**config.mk**
```make
export PLATFORM = sky130hd
export DESIGN_NAME = line_camera_readout_sequencer_flat
export DESIGN_NICKNAME = d
export VERILOG_FILES = /design/src/sv/lcrs_pkg.sv /design/src/sv/lcrs_in_if.sv /design/src/sv/lcrs_out_if.sv /design/src/sv/lcrs_seq.sv /design/src/sv/lcrs_obuf.sv /design/src/sv/line_camera_readout_sequencer.sv /design/src/flat_wrapper.sv
export SDC_FILE = /design/constraint.sdc
export NUM_CORES = 1
export LEC_CHECK = 0
export ABC_AREA = 1
export BUFFER_PORTS_ARGS = -buffer_cell sky130_fd_sc_hd__clkbuf_2
export CAP_MARGIN = 5
export CORE_ASPECT_RATIO = 0.6
export CORE_MARGIN = 1
export CORE_UTILIZATION = 35
export DETAILED_ROUTE_END_ITERATION = 10
export HOLD_SLACK_MARGIN = 0.03
export PLACE_DENSITY = 0.5
export SYNTH_ARGS = -nofsm -noshare
export SYNTH_HDL_FRONTEND = slang
export SYNTH_SLANG_ARGS = --single-unit
```
**constraint.sdc**
```tcl
create_clock -name clk -period 2.8 [get_ports clk]
set_input_delay 0.28 -clock clk [delete_from_list [all_inputs] [get_ports clk]]
set_output_delay 0.28 -clock clk [all_outputs]
set_load 0.005 [all_outputs]
```
**src/sv/lcrs_pkg.sv**
```systemverilog
// lcrs_pkg: shared widths, reset values, register indexes and the result beat type
// for the line camera readout sequencer; no dependencies

package lcrs_pkg;

    // field and register widths
    localparam int PERIOD_W = 24;
    localparam int IDX_W    = 7;
    localparam int VALUE_W  = 8;
    localparam int DATA_W   = 32;
    localparam int ADDR_W   = 3;

    // period reset values
    localparam logic [PERIOD_W-1:0] CLOCK_PERIOD_RST = 24'd250;
    localparam logic [PERIOD_W-1:0] WAIT_PERIOD_RST  = 24'd500000;

    // register index, taken from paddr bit 2
    localparam logic REG_CLOCK_PERIOD = 1'b0;
    localparam logic REG_WAIT_PERIOD  = 1'b1;

    // one result beat
    typedef struct packed {
        logic               si_level;
        logic               clk_level;
        logic               adc_start;
        logic               pixel_valid;
        logic [IDX_W-1:0]   pixel_index;
        logic [VALUE_W-1:0] pixel_value;
        logic               frame_done;
        logic               adc_miss;
    } lcrs_result_t;

endpackage

```
**src/sv/lcrs_in_if.sv**
```systemverilog
// lcrs_in_if: valid/ready channel carrying one converter sample beat per tick
// depends on lcrs_pkg

interface lcrs_in_if;
    logic                         valid;
    logic                         ready;
    logic                         adc_done;
    logic [lcrs_pkg::VALUE_W-1:0] adc_value;

    modport source (output valid, output adc_done, output adc_value, input ready);
    modport sink (input valid, input adc_done, input adc_value, output ready);
endinterface

```
**src/sv/lcrs_out_if.sv**
```systemverilog
// lcrs_out_if: valid/ready channel carrying one pin and pixel result beat
// depends on lcrs_pkg

interface lcrs_out_if;
    logic                         valid;
    logic                         ready;
    logic                         si_level;
    logic                         clk_level;
    logic                         adc_start;
    logic                         pixel_valid;
    logic [lcrs_pkg::IDX_W-1:0]   pixel_index;
    logic [lcrs_pkg::VALUE_W-1:0] pixel_value;
    logic                         frame_done;
    logic                         adc_miss;

    modport source (
        output valid, output si_level, output clk_level, output adc_start,
        output pixel_valid, output pixel_index, output pixel_value,
        output frame_done, output adc_miss, input ready
    );
    modport sink (
        input valid, input si_level, input clk_level, input adc_start,
        input pixel_valid, input pixel_index, input pixel_value,
        input frame_done, input adc_miss, output ready
    );
endinterface

```
**src/sv/lcrs_seq.sv**
```systemverilog
// lcrs_seq: reload timer and seven-phase sensor sequencer, one step per accepted tick
// depends on lcrs_pkg

module lcrs_seq #(
    parameter int PIXEL_COUNT = 128
) (
    input  logic                          clk,
    input  logic                          rst_n,
    input  logic                          step,
    input  logic                          adc_done,
    input  logic [lcrs_pkg::VALUE_W-1:0]  adc_value,
    input  logic [lcrs_pkg::PERIOD_W-1:0] clock_period,
    input  logic [lcrs_pkg::PERIOD_W-1:0] wait_period,
    output lcrs_pkg::lcrs_result_t        result
);

    localparam int CNT_W = (PIXEL_COUNT > 2) ? $clog2(PIXEL_COUNT) : 1;
    localparam int EXT_W = (CNT_W > lcrs_pkg::IDX_W) ? CNT_W : lcrs_pkg::IDX_W;
    localparam logic [CNT_W-1:0] LAST_PIXEL = CNT_W'(PIXEL_COUNT - 1);

    typedef enum logic [2:0] {
        PH_INIT,
        PH_SET_SI,
        PH_SI_CLK,
        PH_DROP_BOTH,
        PH_CAPTURE,
        PH_DROP_CLK,
        PH_FRAME_END
    } phase_t;

    phase_t                        phase_reg, phase_next;
    logic [CNT_W-1:0]              pixel_count_reg, pixel_count_next;
    logic [lcrs_pkg::PERIOD_W-1:0] tick_count_reg, tick_count_next;
    logic                          use_wait_reg, use_wait_next;
    logic                          si_reg, si_next;
    logic                          clk_pin_reg, clk_pin_next;
    logic [lcrs_pkg::PERIOD_W-1:0] period_sel;
    logic [EXT_W-1:0]              count_ext;

    assign period_sel = use_wait_reg ? wait_period : clock_period;
    assign count_ext  = EXT_W'(pixel_count_reg);

    // next state and result of one tick
    always_comb
    begin
        phase_next       = phase_reg;
        pixel_count_next = pixel_count_reg;
        tick_count_next  = tick_count_reg - 1'b1;
        use_wait_next    = use_wait_reg;
        si_next          = si_reg;
        clk_pin_next     = clk_pin_reg;
        result           = '0;

        if (tick_count_reg == '0)
        begin
            // reload from the period selected before this step; zero acts as one
            tick_count_next = (period_sel == '0) ? '0 : period_sel - 1'b1;
            unique case (phase_reg)
                PH_SET_SI:
                begin
                    si_next      = 1'b1;
                    clk_pin_next = 1'b0;
                    phase_next   = PH_SI_CLK;
                end
                PH_SI_CLK:
                begin
                    si_next      = 1'b1;
                    clk_pin_next = 1'b1;
                    phase_next   = PH_DROP_BOTH;
                end
                PH_DROP_BOTH:
                begin
                    si_next          = 1'b0;
                    clk_pin_next     = 1'b0;
                    result.adc_start = 1'b1;
                    phase_next       = PH_CAPTURE;
                end
                PH_CAPTURE:
                begin
                    if (adc_done)
                    begin
                        result.pixel_valid = 1'b1;
                        result.pixel_index = count_ext[lcrs_pkg::IDX_W-1:0];
                        result.pixel_value = adc_value;
                    end
                    else
                    begin
                        result.adc_miss = 1'b1;
                    end
                    si_next      = 1'b0;
                    clk_pin_next = 1'b1;
                    phase_next   = PH_DROP_CLK;
                end
                PH_DROP_CLK:
                begin
                    si_next      = 1'b0;
                    clk_pin_next = 1'b0;
                    if (pixel_count_reg == LAST_PIXEL)
                    begin
                        phase_next = PH_FRAME_END;
                    end
                    else
                    begin
                        result.adc_start = 1'b1;
                        pixel_count_next = pixel_count_reg + 1'b1;
                        phase_next       = PH_CAPTURE;
                    end
                end
                PH_FRAME_END:
                begin
                    si_next           = 1'b0;
                    clk_pin_next      = 1'b0;
                    result.frame_done = 1'b1;
                    use_wait_next     = 1'b1;
                    phase_next        = PH_INIT;
                end
                default:
                begin
                    // init, and the unused code
                    si_next          = 1'b0;
                    clk_pin_next     = 1'b0;
                    pixel_count_next = '0;
                    use_wait_next    = 1'b0;
                    phase_next       = PH_SET_SI;
                end
            endcase
        end

        result.si_level  = si_next;
        result.clk_level = clk_pin_next;
    end

    // sequencer state, advanced once per accepted tick
    always_ff @(posedge clk or negedge rst_n)
    begin
        if (!rst_n)
        begin
            phase_reg       <= PH_INIT;
            pixel_count_reg <= '0;
            tick_count_reg  <= '0;
            use_wait_reg    <= 1'b1;
            si_reg          <= 1'b0;
            clk_pin_reg     <= 1'b0;
        end
        else if (step)
        begin
            phase_reg       <= phase_next;
            pixel_count_reg <= pixel_count_next;
            tick_count_reg  <= tick_count_next;
            use_wait_reg    <= use_wait_next;
            si_reg          <= si_next;
            clk_pin_reg     <= clk_pin_next;
        end
    end

endmodule

```
**src/sv/lcrs_obuf.sv**
```systemverilog
// lcrs_obuf: output register with a skid stage for result beats
// depends on lcrs_pkg and lcrs_out_if

module lcrs_obuf (
    input  logic                   clk,
    input  logic                   rst_n,
    input  logic                   push,
    input  lcrs_pkg::lcrs_result_t data,
    output logic                   space,
    lcrs_out_if.source             result
);

    logic                   out_valid_reg, out_valid_next;
    logic                   skid_valid_reg, skid_valid_next;
    lcrs_pkg::lcrs_result_t out_data_reg, out_data_next;
    lcrs_pkg::lcrs_result_t skid_data_reg, skid_data_next;
    logic                   take;

    assign take  = out_valid_reg && result.ready;
    assign space = !skid_valid_reg;

    // move beats between skid stage and output register
    always_comb
    begin
        out_valid_next  = out_valid_reg;
        skid_valid_next = skid_valid_reg;
        out_data_next   = out_data_reg;
        skid_data_next  = skid_data_reg;
        if (take)
        begin
            if (skid_valid_reg)
            begin
                out_data_next   = skid_data_reg;
                skid_valid_next = 1'b0;
            end
            else
            begin
                out_valid_next = 1'b0;
            end
        end
        if (push)
        begin
            if (!out_valid_reg || take)
            begin
                out_valid_next = 1'b1;
                out_data_next  = data;
            end
            else
            begin
                skid_valid_next = 1'b1;
                skid_data_next  = data;
            end
        end
    end

    // control
    always_ff @(posedge clk or negedge rst_n)
    begin
        if (!rst_n)
        begin
            out_valid_reg  <= 1'b0;
            skid_valid_reg <= 1'b0;
        end
        else
        begin
            out_valid_reg  <= out_valid_next;
            skid_valid_reg <= skid_valid_next;
        end
    end

    // payload
    always_ff @(posedge clk)
    begin
        out_data_reg  <= out_data_next;
        skid_data_reg <= skid_data_next;
    end

    assign result.valid       = out_valid_reg;
    assign result.si_level    = out_data_reg.si_level;
    assign result.clk_level   = out_data_reg.clk_level;
    assign result.adc_start   = out_data_reg.adc_start;
    assign result.pixel_valid = out_data_reg.pixel_valid;
    assign result.pixel_index = out_data_reg.pixel_index;
    assign result.pixel_value = out_data_reg.pixel_value;
    assign result.frame_done  = out_data_reg.frame_done;
    assign result.adc_miss    = out_data_reg.adc_miss;

endmodule

```
**src/sv/line_camera_readout_sequencer.sv**
```systemverilog
// line_camera_readout_sequencer: linear sensor readout top level with period registers
// depends on lcrs_pkg, lcrs_in_if, lcrs_out_if, lcrs_seq, lcrs_obuf
// a result beat is offered in the cycle after its tick beat is taken,
// unless an earlier beat still waits in the output register; then it waits in the skid stage
// throughput: one tick beat per cycle; ready drops only while the skid stage holds a beat
// reset: clock period 250, wait period 500000, sequencer in init, timer expiring on first tick

module line_camera_readout_sequencer #(
    parameter int PIXEL_COUNT = 128
) (
    input  logic                          clk,
    input  logic                          rst_n,
    input  logic                          psel,
    input  logic                          penable,
    input  logic                          pwrite,
    input  logic [lcrs_pkg::ADDR_W-1:0]   paddr,
    input  logic [lcrs_pkg::DATA_W-1:0]   pwdata,
    output logic [lcrs_pkg::DATA_W-1:0]   prdata,
    output logic                          pready,
    lcrs_in_if.sink                       sample,
    lcrs_out_if.source                    result
);

    logic [lcrs_pkg::PERIOD_W-1:0] clock_period_reg;
    logic [lcrs_pkg::PERIOD_W-1:0] wait_period_reg;
    logic                          reg_write;
    logic                          reg_sel;
    logic                          space;
    logic                          accept;
    lcrs_pkg::lcrs_result_t        seq_res;

    assign pready    = 1'b1;
    assign reg_sel   = paddr[2];
    assign reg_write = psel && penable && pwrite && pready;

    // period registers
    always_ff @(posedge clk or negedge rst_n)
    begin
        if (!rst_n)
        begin
            clock_period_reg <= lcrs_pkg::CLOCK_PERIOD_RST;
            wait_period_reg  <= lcrs_pkg::WAIT_PERIOD_RST;
        end
        else if (reg_write)
        begin
            if (reg_sel == lcrs_pkg::REG_CLOCK_PERIOD)
                clock_period_reg <= pwdata[lcrs_pkg::PERIOD_W-1:0];
            else
                wait_period_reg <= pwdata[lcrs_pkg::PERIOD_W-1:0];
        end
    end

    // register read back
    always_comb
    begin
        unique case (reg_sel)
            lcrs_pkg::REG_CLOCK_PERIOD: prdata = lcrs_pkg::DATA_W'(clock_period_reg);
            default:                    prdata = lcrs_pkg::DATA_W'(wait_period_reg);
        endcase
    end

    assign sample.ready = space;
    assign accept       = sample.valid && space;

    // sequencer
    lcrs_seq #(
        .PIXEL_COUNT (PIXEL_COUNT)
    ) u_seq (
        .clk          (clk),
        .rst_n        (rst_n),
        .step         (accept),
        .adc_done     (sample.adc_done),
        .adc_value    (sample.adc_value),
        .clock_period (clock_period_reg),
        .wait_period  (wait_period_reg),
        .result       (seq_res)
    );

    // result buffering
    lcrs_obuf u_obuf (
        .clk    (clk),
        .rst_n  (rst_n),
        .push   (accept),
        .data   (seq_res),
        .space  (space),
        .result (result)
    );

    // a taken tick always leaves a result waiting
    assert property (@(posedge clk) disable iff (!rst_n) accept |=> result.valid)
        else $error("result missing after accepted tick");

    // capture drives CLK high and SI low
    assert property (@(posedge clk) disable iff (!rst_n)
        accept && seq_res.pixel_valid |-> seq_res.clk_level && !seq_res.si_level)
        else $error("pixel captured with wrong pin levels");

    // a conversion starts only with both pins low
    assert property (@(posedge clk) disable iff (!rst_n)
        accept && seq_res.adc_start |-> !seq_res.clk_level && !seq_res.si_level)
        else $error("conversion started with a pin high");

endmodule

```
**src/flat_wrapper.sv**
```systemverilog
// flat-port wrapper written by rule: the top's interface ports become plain ports
module line_camera_readout_sequencer_flat 
#(
    parameter int PIXEL_COUNT = 128
)
  (clk, rst_n, psel, penable, pwrite, paddr, pwdata, prdata, pready, sample_valid, sample_adc_done, sample_adc_value, sample_ready, result_valid, result_si_level, result_clk_level, result_adc_start, result_pixel_valid, result_pixel_index, result_pixel_value, result_frame_done, result_adc_miss, result_ready);
  lcrs_in_if sample_i ();
  lcrs_out_if result_i ();
  input  logic clk;
  input  logic rst_n;
  input  logic psel;
  input  logic penable;
  input  logic pwrite;
  input  logic [lcrs_pkg::ADDR_W-1:0] paddr;
  input  logic [lcrs_pkg::DATA_W-1:0] pwdata;
  output logic [lcrs_pkg::DATA_W-1:0] prdata;
  output logic pready;
  input wire logic [$bits(sample_i.valid)-1:0] sample_valid;
  input wire logic [$bits(sample_i.adc_done)-1:0] sample_adc_done;
  input wire logic [$bits(sample_i.adc_value)-1:0] sample_adc_value;
  output wire logic [$bits(sample_i.ready)-1:0] sample_ready;
  output wire logic [$bits(result_i.valid)-1:0] result_valid;
  output wire logic [$bits(result_i.si_level)-1:0] result_si_level;
  output wire logic [$bits(result_i.clk_level)-1:0] result_clk_level;
  output wire logic [$bits(result_i.adc_start)-1:0] result_adc_start;
  output wire logic [$bits(result_i.pixel_valid)-1:0] result_pixel_valid;
  output wire logic [$bits(result_i.pixel_index)-1:0] result_pixel_index;
  output wire logic [$bits(result_i.pixel_value)-1:0] result_pixel_value;
  output wire logic [$bits(result_i.frame_done)-1:0] result_frame_done;
  output wire logic [$bits(result_i.adc_miss)-1:0] result_adc_miss;
  input wire logic [$bits(result_i.ready)-1:0] result_ready;
  assign sample_i.valid = sample_valid;
  assign sample_i.adc_done = sample_adc_done;
  assign sample_i.adc_value = sample_adc_value;
  assign sample_ready = sample_i.ready;
  assign result_valid = result_i.valid;
  assign result_si_level = result_i.si_level;
  assign result_clk_level = result_i.clk_level;
  assign result_adc_start = result_i.adc_start;
  assign result_pixel_valid = result_i.pixel_valid;
  assign result_pixel_index = result_i.pixel_index;
  assign result_pixel_value = result_i.pixel_value;
  assign result_frame_done = result_i.frame_done;
  assign result_adc_miss = result_i.adc_miss;
  assign result_i.ready = result_ready;
  line_camera_readout_sequencer #(.PIXEL_COUNT(PIXEL_COUNT)) u_core (.clk(clk), .rst_n(rst_n), .psel(psel), .penable(penable), .pwrite(pwrite), .paddr(paddr), .pwdata(pwdata), .prdata(prdata), .pready(pready), .sample(sample_i), .result(result_i));
endmodule
```
* Word-level counts from Yosys, hierarchy flattened
Cells that the tools add are included.
** Word-level totals
- Word-level logic and storage cells :: 92
- Input port bits :: 51
- Output and inout bits :: 56
- Bits in registers :: 129
** Operators by class
- Bitwise logic cells :: 4
- Mux-type cells :: 32
- Eq/ne operators :: 8
- Reduce and logical (&&, ||, !) cells :: 19
- Add/sub/neg operators :: 3
** Operators with widths (number)
- 24-bit two-way mux :: 4
- 21-bit two-way mux :: 4
- 24-bit logical NOT :: 2
- 24-bit by 1-bit subtractor with 24-bit output (second input constant) :: 2
- 16-bit two-way mux :: 2
- 19-bit two-way mux :: 1
- 3-bit one-hot mux with 6 select lines :: 1
- 1-bit two-way mux :: 15
- 7-bit one-hot mux with 2 select lines :: 1
- 5-bit OR reduction :: 2
- 3-bit == test (second input constant) :: 3
- 2-bit AND reduction :: 4
- 7-bit by 1-bit adder with 7-bit output (second input constant) :: 1
- 7-bit == test (second input constant) :: 1
- 7-bit two-way mux :: 1
- 3-bit by 2-bit == test with 1-bit output (second input constant) :: 2
- 1-bit logical AND :: 4
- 1-bit NOT :: 4
- 1-bit one-hot mux with 2 select lines :: 2
- 4-bit AND reduction :: 1
- 2-bit OR reduction :: 2
- 3-bit by 1-bit == test with 1-bit output (second input constant) :: 1
- 3-bit AND reduction :: 1
- 1-bit logical NOT :: 2
- other kinds (3) :: 3

* Logic depth before layout (Yosys ltp)
Gate-level depths: netlist of run 1.
- Word-level depth :: 6
- Mapped depth :: 19

* Modules after synthesis
A second synthesis of run 1 with hierarchy kept.
** Second synthesis, totals
- Cells, all modules :: 1216
- Area total of the unflattened synthesis :: 8240.4 um2
** Modules (own cells, without submodules)
- lcrs_seq :: area an instance 4100.2 um2, cells an instance 700, sequential area each 927.1 um2, instances 1
- line_camera_readout_sequencer :: area an instance 2301.0 um2, cells an instance 302, sequential area each 1217.4 um2, instances 1
- lcrs_obuf :: area an instance 1839.3 um2, cells an instance 214, sequential area each 1101.1 um2, instances 1

* Least setup slack after synthesis of run 1
No wires, ideal clock.
- Path kind :: register -> register
- Start point :: register u_core.u_obuf.skid_valid_reg
- End point :: register u_core.u_obuf.skid_data_reg[0] (netlist name) (enable)
- Setup slack :: 0.680 ns
- Data required time :: 2.401 ns
- Buffers on the path :: 1
- Data arrival time :: 1.722 ns
- Cell stages (with the launch flop) :: 5
- Library setup time :: 0.399 ns
- Path through :: dfrtp_1 > inv_1 > nand2_1 > clkbuf_1 > nor2_1
** On the way
- Word-level cells in the longest chain between the ends :: 3
** RTL lines
- start, declared :: RTL line lcrs_obuf.sv:14 : logic skid_valid_reg, skid_valid_next;
- start signal, assigned :: RTL line lcrs_obuf.sv:67 : skid_valid_reg <= skid_valid_next;
- 1-bit logical NOT :: RTL line lcrs_obuf.sv:20 : assign space = !skid_valid_reg;
- net sample_ready :: RTL line flat_wrapper.sv:21 : output wire logic [$bits(sample_i.ready)-1:0] sample_ready;
- 1-bit logical AND :: RTL line line_camera_readout_sequencer.sv:63 : assign accept = sample.valid && space;
- 2-bit AND reduction (no source line)
- end signal, assigned :: RTL line lcrs_obuf.sv:75 : skid_data_reg <= skid_data_next;
- end, declared :: RTL line lcrs_obuf.sv:16 : lcrs_pkg::lcrs_result_t skid_data_reg, skid_data_next;
The timed path passes the listed nets, and every way through them passes these cells.
A chain may end at the register's enable or synchronous reset.

* Worst setup path in the final report of run 1
- Start point :: register u_core.u_seq.use_wait_reg
- End point :: register u_core.u_seq.tick_count_reg[18] (netlist name)
** On the way
- Word-level cells in the longest chain between the ends :: 4
- Elaborated cells between the ends (all ways) :: 5
** RTL lines
- start, declared :: RTL line lcrs_seq.sv:34 : logic use_wait_reg, use_wait_next;
- start signal, assigned :: RTL line lcrs_seq.sv:150 : use_wait_reg <= use_wait_next;
- 24-bit two-way mux * :: RTL line lcrs_seq.sv:40 : assign period_sel = use_wait_reg ? wait_period : clock_period;
- 24-bit by 1-bit subtractor with 24-bit output or 24-bit logical NOT (tied branches) :: RTL line lcrs_seq.sv:57 : tick_count_next = (period_sel == '0) ? '0 : period_sel - 1'b1;
- 24-bit two-way mux * :: RTL line lcrs_seq.sv:57
- 24-bit two-way mux * :: RTL line lcrs_seq.sv:54 : if (tick_count_reg == '0)
- end signal, assigned :: RTL line lcrs_seq.sv:149 : tick_count_reg <= tick_count_next;
- end, declared :: RTL line lcrs_seq.sv:33 : logic [lcrs_pkg::PERIOD_W-1:0] tick_count_reg, tick_count_next;
Every way passes the cells marked *; elsewhere a longest branch is shown, timed or not.

==> qor.csv, run 1 <==
metric,value,unit
end_kind,register,
io_pins,107,
hold_slack,58.8,ps
placed_area,0.00843,mm2
setup_viol,0,
dr_total_vias,7198,
synth_ff_type,dfrtp_1,
yosys_warnings,0,
hold_class,primary input to register,
max_freq,0.404,GHz
synth_top_area_cell,dfrtp_1,
ir_worst_vdd,0.000460,V
synthArstFlopShare,67.4,%
hold_path_startpoint,pwdata[17],
avgSynthCellArea,6.96,um2
fin_crit,2470,ps
synth_common_cells,"367 x nand2_1, 123 x inv_1, 118 x nor2_1, 103 x o21ai_0, 73 x dfrtp_1",
cts_setup_buffers,0,
arrival,2830,ps
wl_met1,12400,um
cts-buffers-inserted,17,
top_layer_used,met4,
first_pass_iters,5,
initial_core_util,36.3,%
rows,41,
hold_viol,0,
place_congestion,0.905,
die_h,117,um
finClkSkew,5.03,ps
maxCapViolations,0,
yosysUniqueCellTypes,41,
critPathMaxFanout,27,
vias_per_cell,4.83,
wl_met2,7750,um
slew_viol_final,0,
yosysMostFrequentCell,nand2_1,
cts_buffer_depth,2,
cellLeakagePower,4.43,nW
ys_seq_area_share,41.8,%
syn_to_final_growth,16.7,%
startpoint_type,register,
path_cells,inv_8 -> o21ai_2 -> ha_1 -> inv_1 -> nor2_2 -> nand2_1 -> inv_2 -> nand2_4 -> nor2_4 -> nand2_1 -> nand2_1 -> nand3_1 -> a21oi_1,
startpoint,u_core.u_seq.use_wait_reg$_DFFE_PN1P_,
cts_tree,yes,
gr-usage-all-layers,19.8,%
slowest_delay,760,ps
die_area,0.0228,mm2
power-per-cell-area,822,mW/mm2
htreeDepth,4,
max_slew_margin,46.9,%
outcome,completed,
finalSetupTns,0,ps
rsz0062_at_grt,no,
wl_met3,1310,um
n_antenna_cell,0,
drc,0,
cp_data_required_time,3160,ps
final_layout_size_suffix_gt1_share,16.7,%
final_cells,1491,
fin_crit_sh,88.4,%
yosys-top-cells-area,"dfrtp_1 24%, nand2_1 18%, edfxtp_1 8.1%",
postLayoutCellArea,0.00907,mm2
final_antenna_net_count,0,
drt-wirelength-per-cell,14.5,um
core,0.0214,mm2
slowest_stage,dfstp_4,
clockRootBuffer,clkbuf_16,
synth-edff-count,21,
r2r-start,u_core.u_seq.use_wait_reg$_DFFE_PN1P_,
syn_area,0.00777,mm2
drtIter0Drc,504,
grt_max_degree,49,
synth_seq_cells,129,
max_slew.worst_pin.slew,796,ps
grt-ovfl-total,0,
post-place-cells,1458,
clock_latency,430,ps
die_x,194,um
cts_sinks,129,
grt_pass1_vias,6518,
finalNetCount,1255,
crit_type,register to register,
place_hpwl,16300,um
grt_pass1_wl,35300,um
syn_inst,1117,
antenna_found_initial,0,
wl,21600,um
port_buffers,87,
crit_top_cell,nand2_1,
path_clk_slew,60,ps
final_util,42.4,%
synth_top_area_share,23.5,%
## cell families (layout without fill, tap and decap cells)
kind of cell / after synthesis / count (layout) / share of synthesized area [%]
simple gates: 595 / 595 / 32.1
compound gates: 189 / 189 / 13.0
buf+inv: 179 / 267 / 10.3
flops: 129 / 129 / 41.8
xor+xnor: 18 / 18 / 2.03
fa+ha+maj: 5 / 5 / 0.805
other cells: 2 / 9 / 0.0966
## metal layers
layer,vias up,global-route usage (%)
li1,3676,-
met1,3338,33.2
met2,165,24.1
met3,19,4.20
met4,0,5.21
met5,-,0
## where the power goes
group	switching [mW]	leakage, nW	internal [mW]
logic	1.37	2.76	0.825
registers	0.405	1.37	2.45
clock network	0.890	0.298	1.51
## metrics by stage
step           setup slack [ps]  power (mW)
6_report                    325        7.45
3_3_place_gp                291        5.05
2_1_floorplan               680        4.28
4_1_cts                     256        7.51
3_5_place_dp                275        5.07
5_1_grt                     107        7.95
## repair_timing
action | 4_1_cts | 5_1_grt
hold buffers | 1 | 0
hold endpoints to repair | 34 | 0
endpoints found under the setup margin | 0 | 1
gates resized for setup | 0 | 1
## final cells by class
type | instances | area, um2
fillers | 2315 | 12300
multi-input cells | 816 | 3750
flip-flops and latches | 129 | 3250
repair buffers | 106 | 596
inverters | 129 | 492
clock buffers | 18 | 439
well taps | 279 | 349
clock inverters | 14 | 186
## worst max-delay path: cells and delay by family, from the launching register on
family | cells | cell delay, ps
flops | 1 | 760
buf+inv | 3 | 270
simple gates | 7 | 740
fa+ha+maj | 1 | 210
compound gates | 2 | 390
## layout by cell type, fill, tap and decap left out, types with 2 or more instances in the layout
master	count
bufinv_16	4
nand2_2	19
inv_2	5
nor3_1	8
a21oi_2	6
a21oi_1	62
o31ai_1	3
dfstp_2	13
clkbuf_16	17
nor2_1	117
inv_6	2
nand3_2	2
a31oi_1	5
clkinvlp_4	3
o21ai_2	2
xnor2_1	8
inv_1	123
nand2_1	367
ha_1	5
buf_4	18
nor2_2	9
o21ai_0	103
dfrtp_1	73
nor2_4	7
clkinv_1	2
clkbuf_2	86
o21bai_1	3
nand4_1	5
edfxtp_1	21
nand3_1	56
o21a_1	3
clkinv_2	2
conb_1	9
dfxtp_1	21
xor2_1	10
## path summary, 6_finish.rpt
kind	to	slack (ps)	depth (start not counted)
worst max-delay path	u_core.u_seq.tick_count_reg[18]$_DFFE_PN0P_	330	13
worst min-delay path	u_core.wait_period_reg[17]$_DFFE_PN1P_	60	3
worst max register to register	u_core.u_seq.tick_count_reg[18]$_DFFE_PN0P_	330	13
worst min register to register	u_core.u_seq.clk_pin_reg$_DFFE_PN0P_	490	2
max in group asynchronous	u_core.clock_period_reg[3]$_DFFE_PN1P_	1680	3
min in group asynchronous	u_core.clock_period_reg[11]$_DFFE_PN0P_	400	2
Note: power is estimated with default switching activity, not from simulation.
==> run 2: changes to the inputs <==
--- a/config.mk
+++ b/config.mk
@@ -5,7 +5,6 @@
 export SDC_FILE = /design/constraint.sdc
 export NUM_CORES = 1
 export LEC_CHECK = 0
-export ABC_AREA = 1
 export BUFFER_PORTS_ARGS = -buffer_cell sky130_fd_sc_hd__clkbuf_2
 export CAP_MARGIN = 5
 export CORE_ASPECT_RATIO = 0.6
==> run 2 against run 1 <==
- non-clock buffer count rose by 17
- critical path depth fell by 5
- sequential power rose by 3%
- fmax fell by 5.2%
- count of clock-buffer cells in the layout rose by 1
- sequential cell count did not move
- register-to-register slack got worse by 140 ps
- hold slack improved by 4.2 ps
- critical endpoint is now u_core.u_seq.tick_count_reg[23]$_DFFE_PN0P_
- largest cell class unchanged
==> qor.csv, run 2 <==
metric,value,unit,change
cts_buffer_depth,2,,unchanged
cellLeakagePower,3.58,nW,-19%
end_kind,register,,
final_antenna_net_count,0,,unchanged
core,0.0200,mm2,-6.7%
ys_seq_area_share,45.5,%,+3.7 points
hold_class,primary input to async pin,,
place_congestion,0.856,,-5.3%
drc,0,,unchanged
syn_inst,686,,-39%
cts-buffers-inserted,17,,unchanged
final_cell_mix,"86 x clkbuf_2, 76 x mux2_2, 73 x dfrtp_1",,
maxCapViolations,0,,unchanged
wl,18200,um,-16%
grt-ovfl-total,0,,unchanged
crit_buf_inv,2,,-1
fin_crit_sh,93.2,%,+4.8 points
initial_core_util,35.7,%,-0.61 points
syn_area,0.00713,mm2,-8.2%
clock_latency,420,ps,about the same
grt_pass1_vias,5544,,-15%
crit_top_cell,buf_4,,
path_clk_slew,60,ps,about the same
final_cells,1078,,-28%
synth_ff_type,dfrtp_1,,
fin_crit,2610,ps,+136 ps
htreeDepth,4,,unchanged
cts_tree,yes,,
outcome,completed,,
startpoint_type,register,,
arrival,2910,ps,+80 ps
path_cells,buf_4 -> nor3b_1 -> o22ai_1 -> o21bai_1 -> buf_4 -> nor4b_1 -> xor2_1 -> o21ai_1,,
port_buffers,87,,unchanged
crit_type,register to register,,
synth_common_cells,"76 x mux2_2, 73 x dfrtp_1, 47 x mux2i_1, 47 x o21ai_0, 37 x nand2_1",,
yosys_warnings,0,,unchanged
grt_pass1_wl,29700,um,-16%
n_antenna_cell,0,,unchanged
final_layout_size_suffix_gt1_share,32.8,%,+16 points
slowest_stage,dfstp_4,,
critPathMaxFanout,17,,-37%
drt-wirelength-per-cell,16.9,um,+16%
grt_max_degree,88,,+80%
die_x,186,um,-4.2%
mostFrequentLayoutCell,clkbuf_2,,
max_slew_margin,22.8,%,-24 points
avgSynthCellArea,10.4,um2,+49%
yosysUniqueCellTypes,69,,+68%
rows,40,,-2.4%
cts_sinks,129,,unchanged
finalNetCount,848,,-32%
synth-edff-count,21,,unchanged
power-per-cell-area,822,mW/mm2,about the same
antenna_found_initial,0,,unchanged
die_h,113,um,-4.1%
slowest_delay,730,ps,-30 ps
max_slew.worst_pin.slew,1160,ps,+361 ps
dr_total_vias,5691,,-21%
synth_top_area_cell,dfrtp_1,,
postLayoutCellArea,0.00864,mm2,-4.7%
gr-usage-all-layers,18.4,%,-1.4 points
synthArstFlopShare,67.4,%,unchanged
setup_viol,0,,unchanged
synth_top_area_share,25.6,%,+2.1 points
slew_viol_final,0,,unchanged
hold_viol,0,,unchanged
die_area,0.0210,mm2,-8.1%
crit_family,flip-flops,,
drtIter0Drc,381,,-24%
synth_seq_cells,129,,unchanged
clockRootBuffer,clkbuf_16,,
place_hpwl,13300,um,-18%
placed_area,0.00800,mm2,-5.0%
io_pins,107,,unchanged
yosys-top-cells-area,"dfrtp_1 26%, mux2_2 12%, edfxtp_1 8.8%",,
first_pass_iters,5,,unchanged
syn_to_final_growth,21.1,%,
vias_per_cell,5.28,,+9.4%
finClkSkew,8.99,ps,+3.96 ps
cp_data_required_time,3100,ps,-60 ps
yosysMostFrequentCell,mux2_2,,
post-place-cells,1044,,-28%
power.total,7.10,mW,-4.7%
ir_worst_vdd,0.000417,V,-9.5%
max_freq,0.383,GHz,-5.2%
==> run 2: report_power, final <==
part | internal (mW) | switching (mW) | total (mW)
combinational | 0.922 | 0.987 | 1.91
sequential | 2.43 | 0.511 | 2.94
clock | 1.40 | 0.847 | 2.25
==> run 2: area by class of cell <==
| class | count | area (um2) |
|---|---|---|
| Clock buffer | 19 | 433 |
| Clock inverter | 13 | 163 |
| Fill cell | 1938 | 11300 |
| Inverter | 6 | 22.5 |
| Multi-Input combinational cell | 515 | 3690 |
| Sequential cell | 129 | 3250 |
| Tap cell | 273 | 342 |
| Timing Repair Buffer | 123 | 737 |
==> run 2: per-layer routing <==
layer  GRT usage, %  routed length (um)  up-vias
met4           5.03                 211        0
met3           4.51                 838       17
met2           25.4                7450      128
li1               -                   -     2758
met5              0                   0        -
met1           28.0                9730     2788
==> run 2: path summary, 6_finish.rpt <==
kind / to / cells past startpoint / start / slack, ps
max: u_core.u_seq.tick_count_reg[23]$_DFFE_PN0P_ / 8 / u_core.u_seq.use_wait_reg$_DFFE_PN1P_ / 190
min: u_core.clock_period_reg[18]$_DFFE_PN0P_ / 1 / rst_n / 60
max reg2reg: u_core.u_seq.tick_count_reg[23]$_DFFE_PN0P_ / 8 / u_core.u_seq.use_wait_reg$_DFFE_PN1P_ / 190
min reg2reg: u_core.u_seq.si_reg$_DFFE_PN0P_ / 2 / u_core.u_seq.si_reg$_DFFE_PN0P_ / 470
max in group asynchronous: u_core.u_seq.phase_reg[2]$_DFFE_PN0P_ / 1 / rst_n / 1980
min in group clk: u_core.u_obuf.skid_valid_reg$_DFF_PN0_ / 2 / result_ready / 60
==> run 2: worst register-to-register path, stage by stage (launching register included) <==
cell and delay, ps:
dfstp_4 730, buf_4 230, nor3b_1 290, o22ai_1 150, o21bai_1 250, buf_4 210, nor4b_1 370, xor2_1 180
o21ai_1 90
==> run 2: repair_timing <==
| item | in CTS | in global routing |
|---|---|---|
| setup buffers | 0 | 2 |
| hold buffers | 0 | 0 |
| gates resized for setup | 0 | 6 |
| setup endpoints to repair | 0 | 16 |
==> run 2: logic make-up after synthesis <==
kind of cell	after synthesis	share of synthesized area [%]
flip-flops	129	45.5
AO/OA/AOI/OAI	126	10.4
AND/OR/NAND/NOR	231	18.5
XOR/XNOR	21	2.58
other	2	0.105
buffers and inverters	49	3.39
multiplexers	123	18.6
adder cells (fa/ha/maj)	5	0.877
==> run 2: per-stage QoR <==
step,setup WS (ps),TNS (ps),utilization [%],hold slack (ps)
floorplan,3.60,0,-,-15.6
global placement,140,0,40.1,448
detailed placement,109,0,40.1,455
CTS,86.3,0,43.1,47.2
global route,-2.08,-2.08,43.3,42.5
finish,190,0,43.3,63.0
